$ cat src/rtl/core/mma_pkg.sv
`timescale 1ns / 1ps

package mma_pkg;

  // Operand width; only the low OPERAND_BITS bits of each operand and of the
  // modulus take part in the arithmetic.
  localparam int OPERAND_BITS = 64;

  // Port width of every operand, result and configuration field.
  localparam int FIELD_W = 64;

  // The factors are split into two halves for the partial products.
  localparam int HALF_W = (OPERAND_BITS + 1) / 2;

  // Width of the exact product plus addend, padded to four halves.
  localparam int PROD_W = 4 * HALF_W;

  // One cell of the remainder chain per dividend bit.
  localparam int NUM_CELLS = PROD_W;

  // Pipeline depth of the multiply front end.
  localparam int MUL_STAGES = 3;

  // Modulus after reset.
  localparam logic [OPERAND_BITS-1:0] MODULUS_RESET = OPERAND_BITS'(2);

  // Data handed from one remainder cell to the next.
  typedef struct packed {
    logic                    valid;
    logic [OPERAND_BITS-1:0] rem;
    logic [PROD_W-1:0]       dvd;
  } cell_bus_t;

endpackage

$ cat src/rtl/core/mma_cell.sv
`timescale 1ns / 1ps

module mma_cell (
  input  logic                              clk,
  input  logic                              rst_n,
  input  logic [mma_pkg::OPERAND_BITS-1:0]  modulus,
  input  mma_pkg::cell_bus_t                prev,
  output mma_pkg::cell_bus_t                next
);

  localparam int OW = mma_pkg::OPERAND_BITS;
  localparam int PW = mma_pkg::PROD_W;

  logic          valid_r;
  logic [OW-1:0] rem_r;
  logic [PW-1:0] dvd_r;

  logic [OW:0]   shifted;
  logic [OW:0]   diff;
  logic          take;
  logic [OW-1:0] rem_nxt;

  // Bring down the next dividend bit, subtract the modulus when it fits.
  assign shifted = {prev.rem, prev.dvd[PW-1]};
  assign diff    = shifted - {1'b0, modulus};
  assign take    = shifted >= {1'b0, modulus};
  assign rem_nxt = take ? diff[OW-1:0] : shifted[OW-1:0];

  always_ff @(posedge clk) begin
    if (!rst_n) begin
      valid_r <= 1'b0;
    end else begin
      valid_r <= prev.valid;
    end
  end

  always_ff @(posedge clk) begin
    rem_r <= rem_nxt;
    dvd_r <= prev.dvd << 1;
  end

  assign next.valid = valid_r;
  assign next.rem   = rem_r;
  assign next.dvd   = dvd_r;

`ifndef SYNTHESIS
  // The partial remainder stays below any nonzero modulus.
  a_rem_below: assert property (@(posedge clk) disable iff (!rst_n)
    (next.valid && modulus != '0) |-> (next.rem < modulus))
    else $error("partial remainder not reduced");

  // Every transaction moves one cell per cycle.
  a_cell_move: assert property (@(posedge clk) disable iff (!rst_n)
    prev.valid |=> next.valid)
    else $error("cell dropped a transaction");
`endif

endmodule

$ cat config.mk
export PLATFORM = sky130hd
export DESIGN_NAME = mma_cell
export DESIGN_NICKNAME = d
export VERILOG_FILES = /design/src/rtl/core/mma_pkg.sv /design/src/rtl/core/mma_cell.sv
export SDC_FILE = /design/constraint.sdc
export NUM_CORES = 1
export LEC_CHECK = 0
export BUFFER_PORTS_ARGS = -buffer_cell sky130_fd_sc_hd__buf_2
export CORE_AREA = 2 2 178 180
export DETAILED_ROUTE_END_ITERATION = 6
export DIE_AREA = 0 0 180 182
export PLACE_DENSITY = 0.66
export SETUP_SLACK_MARGIN = 0.05
export SYNTH_ARGS = -nofsm -noshare
export SYNTH_HDL_FRONTEND = slang
export SYNTH_SLANG_ARGS = --single-unit
$ cat constraint.sdc
create_clock -name clk -period 2.9 [get_ports clk]
set_clock_uncertainty 0.1 [all_clocks]
set_input_delay 0.435 -clock clk [delete_from_list [all_inputs] [get_ports clk]]
set_output_delay 0.435 -clock clk [all_outputs]
set_load 0.02 [all_outputs]
# ---- Word level (Yosys, flattened, before mapping)
# Cells that the tools add are included.
# W data, S select, Z words.
dict set report op_classes {
  order_cmp 1
  addsub 1
  n_mux 1
}
# operator count
set ops {}
lappend ops {{$ge A65 B64 Y1} 1}
lappend ops {{$mux W64} 1}
lappend ops {{$sub A64 B64 Y64} 1}
dict set report totals {
  out_inout_bits 193
  in_bits 259
  elab_cells 6
  reg_bits 192
}

# ---- Longest topological paths before layout
dict set report logic_depth {
  depth_word 2
  ltp_mapped 15
  ltp_nobuf 14
}

# ---- Least setup slack after synthesis
# No wires, ideal clock.
dict set report synth_timing {
  path_kind {in2reg}
  start {input port modulus[1] (netlist name)}
  end {register rem_r[1]}
  required_ps 2677
  arrival_ps 2967
  setup_ps 123
  path_buffers 1
  slack_ps -290
  path_stages 12
  cell_sequence {inv_1 -> ha_1 -> nor2b_4 -> o31ai_4 -> o22ai_1 -> o41ai_4 -> a211oi_2 -> and4bb_1 -> nor2_4 -> a31oi_4 -> buf_8 -> mux2_1}
}
dict set report synth_between {
  elab_chain_len 2
  elab_cells_between_ends 3
  classes_between {add/sub (1); order compare (1); mux (1)}
}
# element line_no
set synth_rtl {}
lappend synth_rtl {{from (decl)} mma_cell.sv:6} ;# input logic [mma_pkg::OPERAND_BITS-1:0] modulus,
lappend synth_rtl {{$sub A64 B64 Y64 / $ge A65 B64 Y1 (equally long branches)} {mma_cell.sv:25, mma_cell.sv:26}}
lappend synth_rtl {{$mux W64 (*)} mma_cell.sv:27} ;# assign rem_nxt = take ? diff[OW-1:0] : shifted[OW-1:0];
lappend synth_rtl {{net rem_nxt[1]} mma_cell.sv:21} ;# logic [OW-1:0] rem_nxt;
lappend synth_rtl {{to (signal assigned)} mma_cell.sv:38} ;# rem_r <= rem_nxt;
lappend synth_rtl {{to (decl)} mma_cell.sv:15} ;# logic [OW-1:0] rem_r;
# The timed path passes the listed nets; every way through them passes the cells marked *.
# A chain may end at the register's enable or synchronous reset.

# ---- Worst setup path after layout
dict set report layout_timing {
  start {input port prev[159] (netlist name)}
  end {register rem_r[60]}
}
dict set report layout_between {
  elab_chain_len 2
  elab_cells_between_ends 3
  classes_between {add/sub (1); order compare (1); mux (1)}
}
# element line_no
set layout_rtl {}
lappend layout_rtl {{from (decl)} mma_cell.sv:7} ;# input mma_pkg::cell_bus_t prev,
lappend layout_rtl {{$sub A64 B64 Y64 / $ge A65 B64 Y1 (equally long branches)} {mma_cell.sv:25, mma_cell.sv:26}}
lappend layout_rtl {{$mux W64 (*)} mma_cell.sv:27}
lappend layout_rtl {{net rem_nxt[60]} mma_cell.sv:21}
# Marks and branches as above.

==> out/metrics.cfg <==
[drt]
drt-total-wl_mm=40.36
drt-wirelength-per-cell_um=18.25
antenna_left=0
num_vias=10260
drt_iter0_markers=494
dr.pass1.iters=5
route.detailed.drc=0
via_per_inst=4.639

[worst_setup_path]
crit_path_end_kind=flop
worst_ep_required_time_ns=3.14
cpPeakStageDelay_ns=0.41
worstPathCellList=buf_6 -> ha_4 -> nand4_1 -> nor3_4 -> inv_2 -> or3_4 -> a211oi_4 -> and4bb_2 -> nor2_4 -> a31oi_4 -> buf_6 -> clkbuf_16 -> a2111oi_2 -> a221oi_2
critPathLaunch=prev[159]
cpMostUsedCell=buf_6
crit_type=in -> reg
start_kind=input port
crit_fanout=5
crit_path_top_delay_cell=or3_4
cp.arrival_ns=3.16

[layout]
drive_above_1_share=0.4891
finalCoreUtilization=0.5247
fill_cells=2819
layout.cells.non_filler=2211
multi_input_area_sq_um=5107
layout.nets=2108
final_cell_area_sq_um=16260
seq_area_sq_um=3844
area_growth_pct=86.52

[yosys]
ys_seq_area_frac=0.4410
synthTopCellsByCount=dfxtp_1, nand2_1, inv_1
ys_warn_count=0
avgSynthCellArea_sq_um=8.930
synth_seq_cells=192
yosysTopAreaCellShare=0.4410
synth.top_cells.by_area=dfxtp_1, ha_1, nand2_1, o21ai_0, a21oi_1
synth_top_area_cell=dfxtp_1
post-synth-top-count-cell=dfxtp_1
synth.distinct_cells=60
netlist_area_sq_um=8716
syn-instance-count=976
async_flop_share=0
yosys_most_used_dff=dfxtp_1
synth-edff-count=0
synth_nets=1300

[global_route]
grt_max_degree=37
first_global_vias=10220
grt_usage=0.2195
globalRouteOverflowTotal=0
grt_antenna_before_repair=15
grt_pass1_wl_mm=55.42

[place]
place_ws_ns=-0.6972
dp_hpwl_mm=31.09
io_buffers=450
dp.cells=2000
placed_area_sq_um=12970
gp_congestion=0.8990

[floorplanning]
die-width_um=180
die_y_um=182
num_rows=65
io_pins=452
coreArea_sq_um=30990
design.die.area_sq_um=32760
start_util=0.2813

[clock_tree]
h-tree-depth=4
cts_root_buffer=clkbuf_16
cts_sinks=192
cts_made_buffers=17
cts_tree=yes
cts_buffer_depth=2
clk_pin_slew_ns=0.09

[power]
ir_worst_vdd_v=0.0003696
total_power_uw=8375
power.density_nw_per_um2=515.2
leakagePower_uw=0.007961

[timing]
grt_setup_unrepaired=yes
maxSlewViolCount=0
slew_headroom=0.5936
fin_crit_sh=1.008
worst_pin_slew_ns=0.6032
fmax_mhz=342.1
period_needed_ns=2.923
setup_violations=2
worst_slack_ns=-0.02310
hold_viol=0

[worst_hold_path]
min_from=prev[130]
hold_path.class=in -> reg

[run_status]
status=finished with violations
violations=setup timing

[run]
drv_cap=0

placed cells by master (no fill, tap or decap), types with 4 or more instances in the layout:
cell type / n
buf_2: 439
buf_4: 220
dfxtp_1: 192
dlygate4sd3_1: 127
nand2_1: 96
inv_1: 66
a21oi_1: 64
o21ai_1: 45
ha_1: 41
nor2_1: 35
a21o_1: 34
xnor2_1: 34
o21ai_0: 30
clkbuf_16: 28
xor2_1: 23
nand3_1: 22
ha_4: 22
buf_6: 20
nand4_1: 19
o21ai_2: 19
o21bai_1: 15
nand2_2: 14
diode_2: 12
inv_2: 10
a21oi_2: 10
nor3_1: 10
o21a_1: 9
nand2_4: 9
nand2b_1: 8
nor2b_1: 7
buf_12: 7
and3_1: 5
and2_1: 5
inv_6: 5
a221oi_2: 4
a211oi_1: 4
o211ai_1: 4
buf_8: 4
worst max-delay path: cells and delay by family:
kind | cells | cell delay [ns]
compound gates | 4 | 0.73
fa+ha+maj | 1 | 0.26
simple gates | 5 | 1.27
buf+inv | 4 | 0.45
kinds of logic (layout without fill, tap and decap cells):
kind of cell / after synthesis / count (layout) / share of synthesized area
AO/OA/AOI/OAI: 283 / 283 / 0.2047
AND/OR/NAND/NOR: 254 / 254 / 0.1357
flip-flops: 192 / 192 / 0.4410
buffers and inverters: 120 / 941 / 0.06173
adder cells (fa/ha/maj): 65 / 65 / 0.09417
XOR/XNOR: 57 / 57 / 0.05728
multiplexers: 4 / 4 / 0.005024
other: 1 / 13 / 0.0004303
final cells by class:
| type | instances | area share |
|---|---|---|
| Timing Repair Buffer | 830 | 0.3614 |
| Multi-Input combinational cell | 664 | 0.3142 |
| Sequential cell | 192 | 0.2364 |
| Tap cell | 402 | 0.03094 |
| Clock buffer | 18 | 0.02701 |
| Inverter | 79 | 0.01932 |
| Clock inverter | 14 | 0.008851 |
| Antenna cell | 12 | 0.001847 |
power breakdown:
group | internal [uW] | total (uW) | switching, uW
Sequential | 2920 | 3010 | 85.8
Combinational | 1410 | 2990 | 1580
Clock | 1170 | 2380 | 1210
Total | 5500 | 8370 | 2870
flip-flops by register name, indices dropped and copies added (netlist names):
signal,count
rem_r,64
dvd_r,127
valid_r,1
stage by stage:
stage | hold slack, ns | TNS [ns]
final | 0.09624 | -0.04310
after global routing | 0.08902 | -0.8248
after CTS | 0.007549 | 0
after detailed placement | 0.4386 | -32.06
after global placement | 0.4372 | -30.69
after floorplan | 0.3627 | -0.3409
worst paths after layout:
check                 cells after the start                 to  slack [ns]
worst min-delay path                      3   rem_r[3]$_DFF_P_         0.1
worst max-delay path                     14  rem_r[60]$_DFF_P_       -0.02
layer usage:
| metal | up-vias | share of wire | GRT usage |
|---|---|---|---|
| met5 | - | 0.00067 | 0 |
| met4 | 4 | 0.025 | 0.07122 |
| met3 | 72 | 0.053 | 0.05014 |
| met2 | 377 | 0.51 | 0.3980 |
| met1 | 4812 | 0.41 | 0.2546 |
| li1 | 4992 | - | - |
timing repair:
action                                  in CTS  in global routing
hold buffers                               126                  1
resized for setup                           22                170
hold endpoints to repair                   126                  1
endpoints found under the setup margin      62                 63
pin swaps                                   10                 45
cloned                                       0                 15
buffers inserted                             4                 21
Power figures use the tool's default switching activity.
